$ cat src/design/msp_pkg.sv
package msp_pkg;

  localparam int MAX_ROWS_DEF = 16;
  localparam int MAX_COLS_DEF = 16;

  localparam int VAL_W      = 32;
  localparam int IDX_OUT_W  = 4;
  localparam int KIND_W     = 2;
  localparam int CFG_IDX_W  = 2;
  localparam int CFG_DATA_W = 5;
  localparam int UPC_W      = 4;

  localparam logic [KIND_W-1:0] KIND_ROW_MIN = 2'd0;
  localparam logic [KIND_W-1:0] KIND_ROW_MAX = 2'd1;
  localparam logic [KIND_W-1:0] KIND_NONE    = 2'd2;

  localparam logic [CFG_IDX_W-1:0] REG_ROWS = 2'd0;
  localparam logic [CFG_IDX_W-1:0] REG_COLS = 2'd1;

  localparam logic [CFG_DATA_W-1:0] SIZE_RESET = 5'd16;

  typedef enum logic [3:0] {
    OP_NONE,
    OP_PASS0,
    OP_ROWINIT,
    OP_SCAN,
    OP_COLINIT,
    OP_CHECK,
    OP_EMIT,
    OP_NEXTROW,
    OP_PASS1,
    OP_FINISH
  } op_t;

  typedef enum logic [2:0] {
    C_ALWAYS,
    C_NO_START,
    C_LOOP,
    C_EMIT_BLK,
    C_ROW_MORE,
    C_PASS0,
    C_OUT_BUSY
  } cond_t;

  typedef logic [UPC_W-1:0] upc_t;

  localparam upc_t ST_IDLE    = 4'd0;
  localparam upc_t ST_PASS0   = 4'd1;
  localparam upc_t ST_ROWINIT = 4'd2;
  localparam upc_t ST_SCAN    = 4'd3;
  localparam upc_t ST_COLINIT = 4'd4;
  localparam upc_t ST_CHECK   = 4'd5;
  localparam upc_t ST_EMIT    = 4'd6;
  localparam upc_t ST_NEXTROW = 4'd7;
  localparam upc_t ST_PASS1   = 4'd8;
  localparam upc_t ST_FINISH  = 4'd9;
  localparam upc_t ST_RET     = 4'd10;

  typedef struct packed {
    op_t   op;
    cond_t cond;
    upc_t  target;
  } uword_t;

  typedef struct packed {
    op_t  op;
    logic idle;
  } ctl_t;

  typedef struct packed {
    logic start;
    logic loop_more;
    logic emit_blk;
    logic row_more;
    logic pass0;
    logic out_busy;
  } stat_t;

  // jump to target when cond holds, else fall through
  function automatic uword_t ucode_rom(upc_t a);
    uword_t w;
    case (a)
      ST_IDLE:    w = '{OP_NONE,    C_NO_START, ST_IDLE};
      ST_PASS0:   w = '{OP_PASS0,   C_ALWAYS,   ST_ROWINIT};
      ST_ROWINIT: w = '{OP_ROWINIT, C_ALWAYS,   ST_SCAN};
      ST_SCAN:    w = '{OP_SCAN,    C_LOOP,     ST_SCAN};
      ST_COLINIT: w = '{OP_COLINIT, C_ALWAYS,   ST_CHECK};
      ST_CHECK:   w = '{OP_CHECK,   C_LOOP,     ST_CHECK};
      ST_EMIT:    w = '{OP_EMIT,    C_EMIT_BLK, ST_EMIT};
      ST_NEXTROW: w = '{OP_NEXTROW, C_ROW_MORE, ST_ROWINIT};
      ST_PASS1:   w = '{OP_PASS1,   C_PASS0,    ST_ROWINIT};
      ST_FINISH:  w = '{OP_FINISH,  C_OUT_BUSY, ST_FINISH};
      ST_RET:     w = '{OP_NONE,    C_ALWAYS,   ST_IDLE};
      default:    w = '{OP_NONE,    C_ALWAYS,   ST_IDLE};
    endcase
    return w;
  endfunction

endpackage

$ cat src/design/msp_useq.sv
module msp_useq
  import msp_pkg::*;
(
  input  logic  clk,
  input  logic  rst_n,
  input  stat_t stat,
  output ctl_t  ctl
);

  upc_t   upc_r, upc_nxt;
  uword_t w;
  logic   hit;

  assign w = ucode_rom(upc_r);

  always_comb begin
    case (w.cond)
      C_ALWAYS:   hit = 1'b1;
      C_NO_START: hit = !stat.start;
      C_LOOP:     hit = stat.loop_more;
      C_EMIT_BLK: hit = stat.emit_blk;
      C_ROW_MORE: hit = stat.row_more;
      C_PASS0:    hit = stat.pass0;
      C_OUT_BUSY: hit = stat.out_busy;
      default:    hit = 1'b1;
    endcase
    upc_nxt = hit ? w.target : upc_r + 1'b1;
  end

  always_ff @(posedge clk) begin
    if (!rst_n) begin
      upc_r <= ST_IDLE;
    end else begin
      upc_r <= upc_nxt;
    end
  end

  assign ctl.op   = w.op;
  assign ctl.idle = (upc_r == ST_IDLE);

endmodule

$ cat config.mk
export PLATFORM = sky130hd
export DESIGN_NAME = msp_useq
export DESIGN_NICKNAME = d
export VERILOG_FILES = /design/src/design/msp_pkg.sv /design/src/design/msp_useq.sv
export SDC_FILE = /design/constraint.sdc
export NUM_CORES = 1
export LEC_CHECK = 0
export BUFFER_PORTS_ARGS = -buffer_cell sky130_fd_sc_hd__buf_4
export CAP_MARGIN = 10
export CORE_MARGIN = 3
export CORE_UTILIZATION = 45
export DETAILED_ROUTE_END_ITERATION = 10
export PLACE_DENSITY_LB_ADDON = 0.3
export REMOVE_ABC_BUFFERS = 1
export SETUP_SLACK_MARGIN = 0.4
export SLEW_MARGIN = 20
export SYNTH_ARGS = -nofsm -noshare
export SYNTH_HDL_FRONTEND = slang
export SYNTH_SLANG_ARGS = --single-unit
$ cat constraint.sdc
create_clock -name clk -period 2.1 [get_ports clk]
set_clock_uncertainty 0.2 [all_clocks]
set_input_delay 0.21 -clock clk [delete_from_list [all_inputs] [get_ports clk]]
set_output_delay 0.21 -clock clk [all_outputs]
set_load 0.01 [all_outputs]
==> impl_metrics.py <==
metrics = {
    "cells_and_area": {
        "diodes": 0,
        "final_cell_mix": "buf_4, dfxtp_1, nand2_1",
        "final_common_cell": "buf_4",
        "drive_gt1_share_pct": 50.0,
        "syn_to_final_growth_pct": 41.6,
        "layout.nets": 132,
        "fin_area_mm2": 0.00118,
    },
    "drt": {
        "dr.pass1.iters": 4,
        "ant_nets": 0,
        "vias": 681,
        "avgRoutedWirePerCell_um": 14.1,
        "vias_per_cell": 4.93,
        "drc": 0,
        "drt_iter0_drc": 3,
        "routed_wl_um": 1940,
    },
    "floorplan": {
        "start_util_pct": 51.6,
        "coreArea_mm2": 0.00161,
        "dieHeight_um": 49.0,
        "rows": 14,
        "die-area_mm2": 0.00240,
        "io_pins": 13,
        "die_x_um": 49.0,
    },
    "worst_setup_path": {
        "timing.critical_path.from_type": "register",
        "cp-end-kind": "register",
        "reg2reg_slack_ps": -40,
        "cp.required_ps": 2070,
        "path_max_fanout": 7,
        "crit_arrival_ps": 2110,
        "path_class": "register to register",
    },
    "timing": {
        "fin_ws_ps": -41.5,
        "tightest_slew_ps": 209,
        "report.final.hold_viol_count": 0,
        "timing.fmax_mhz": 467,
        "setup_viol": 2,
        "slew_viol_final": 0,
        "slew_headroom_pct": 86.1,
        "period_share_pct": 102,
        "rsz0062_at_grt": "yes",
        "final.min_clock_period_ps": 2140,
    },
    "synthesis": {
        "synth_ff_type": "dfxtp_1",
        "postSynthAreaPerCell_um2": 9.33,
        "synth.largest_area_cell": "dfxtp_1",
        "yosys.area.top_type_share_pct": 36.1,
        "syn_area_um2": 831,
        "yosysSeqAreaShare_pct": 36.1,
        "yosysUniqueCellTypes": 31,
        "synth_cells": 89,
        "synth_top_cells_by_area": "dfxtp_1, ha_1, inv_1",
        "synth_async_sr_flop_share_pct": 0,
        "yosys_warnings": 0,
        "synth_edf_count": 0,
        "synth.ff_latch_count": 15,
    },
    "outcome": {
        "violations": "negative setup slack",
        "status": "finished, violations left",
    },
    "global_routing": {
        "grt_max_degree": 11,
        "grt_pass1_wl_um": 2790,
        "antenna_found_initial": 0,
        "grt_remaining_overflow": 0,
        "grt.total_usage_pct": 14.6,
        "use_met1_pct": 16.9,
        "grt_use_met2_pct": 26.2,
        "grt_most_used_layer": "met2",
        "grt_pass1_vias": 646,
        "met3_usage_pct": 3.98,
    },
    "placement": {
        "dp_hpwl_um": 1180,
        "portBuffers": 12,
        "dpl_cell_area_um2": 958,
        "gp_congestion": 0.766,
        "pre_cts_ws_ps": -238,
    },
    "worst_hold_path": {
        "hp-class": "input port to register",
    },
    "clock_network": {
        "clk_pin_slew_ps": 90,
        "clock-root-buffer": "clkbuf_4",
        "postCtsHoldBufs": 0,
        "insertion_delay_ps": 270,
        "htree_levels": 1,
        "cts_made_buffers": 3,
        "clock_path_buffers": 2,
        "cts_sinks": 15,
        "cts_tree": "yes",
    },
    "power": {
        "powerDensity_mw_per_mm2": 959,
        "peakVddDrop_mv": 0.637,
        "leakage_nw": 0.575,
    },
    "run": {
        "maxCapViolations": 0,
    },
}
## layer usage
metal / wire length, um / share of wire, % / vias to the layer above
met2: 949 / 49 / 16
met3: 104 / 5.4 / 4
li1: - / - / 337
met1: 862 / 44 / 324
met4: 23 / 1.2 / 0
met5: 0 / 0 / -
## power breakdown
group          switching (mW)  internal [mW]
Combinational           0.251          0.321
Sequential             0.0476          0.346
Clock                  0.0884         0.0735
Total                   0.387          0.741
## critical path, cell delays in order (launching register included)
cell	delay [ps]
dfxtp_4	380
nor2b_2	40
a211o_1	220
a32o_2	290
buf_4	150
buf_4	130
mux2i_4	180
buf_12	140
and2_4	160
a21o_1	150
## cells in the mapped netlist (2+ instances only)
library cell	instances
o21ai_0	4
nor2_1	5
inv_1	10
nand2_1	7
nor2b_1	3
mux2_2	2
nor3b_1	2
and2_1	2
ha_1	9
mux2i_1	3
dfxtp_1	15
buf_4	4
nand3_1	5
## metrics by stage
step | setup TNS [ps] | hold WS [ps] | utilization [%] | power, mW | std cells
3_3_place_gp | -1330 | 312 | 59.5 | 0.764 | 126
3_5_place_dp | -1780 | 331 | 59.5 | 0.772 | 126
6_report | -75.2 | 75.6 | 73.0 | 1.13 | 138
5_1_grt | -467 | 78.9 | 73.0 | 1.21 | 138
4_1_cts | -61.5 | 76.2 | 67.0 | 1.02 | 135
2_1_floorplan | -1550 | 147 | - | 0.617 | 83
## kinds of logic after synthesis
group           Yosys count  share of synthesized area, %
flops                    15                          36.1
compound gates           11                          9.64
xor+xnor                  2                          2.11
fa+ha+maj                 9                          13.6
buf+inv                  16                          9.94
simple gates             29                          17.8
mux                       7                          10.8
## state kept, by name (all words and copies together) (netlist names)
signal  flops
upc_r       4
w          11
## path summary, 6_finish.rpt
path / from / end / cells after the start
worst max-delay path: w[5] / w[6] / 9
worst min-delay path: rst_n / w[3] / 3
worst max register to register: w[5] / w[6] / 9
worst min register to register: w[1] / w[1] / 3
## timing repair
item                       4_1_cts  5_1_grt
setup endpoints to repair       15       16
gates cloned                     0        0
pin swaps                        4        2
setup buffers                    5        3
resized for setup               17       21
hold endpoints to repair         0        0
## final cells by class
class	instances	area (um2)
Sequential cell	15	305
Fill cell	119	435
Inverter	10	37.5
Multi-Input combinational cell	58	543
Clock buffer	4	26.3
Tap cell	24	30.0
Timing Repair Buffer	27	234
Power figures use the tool's default switching activity.
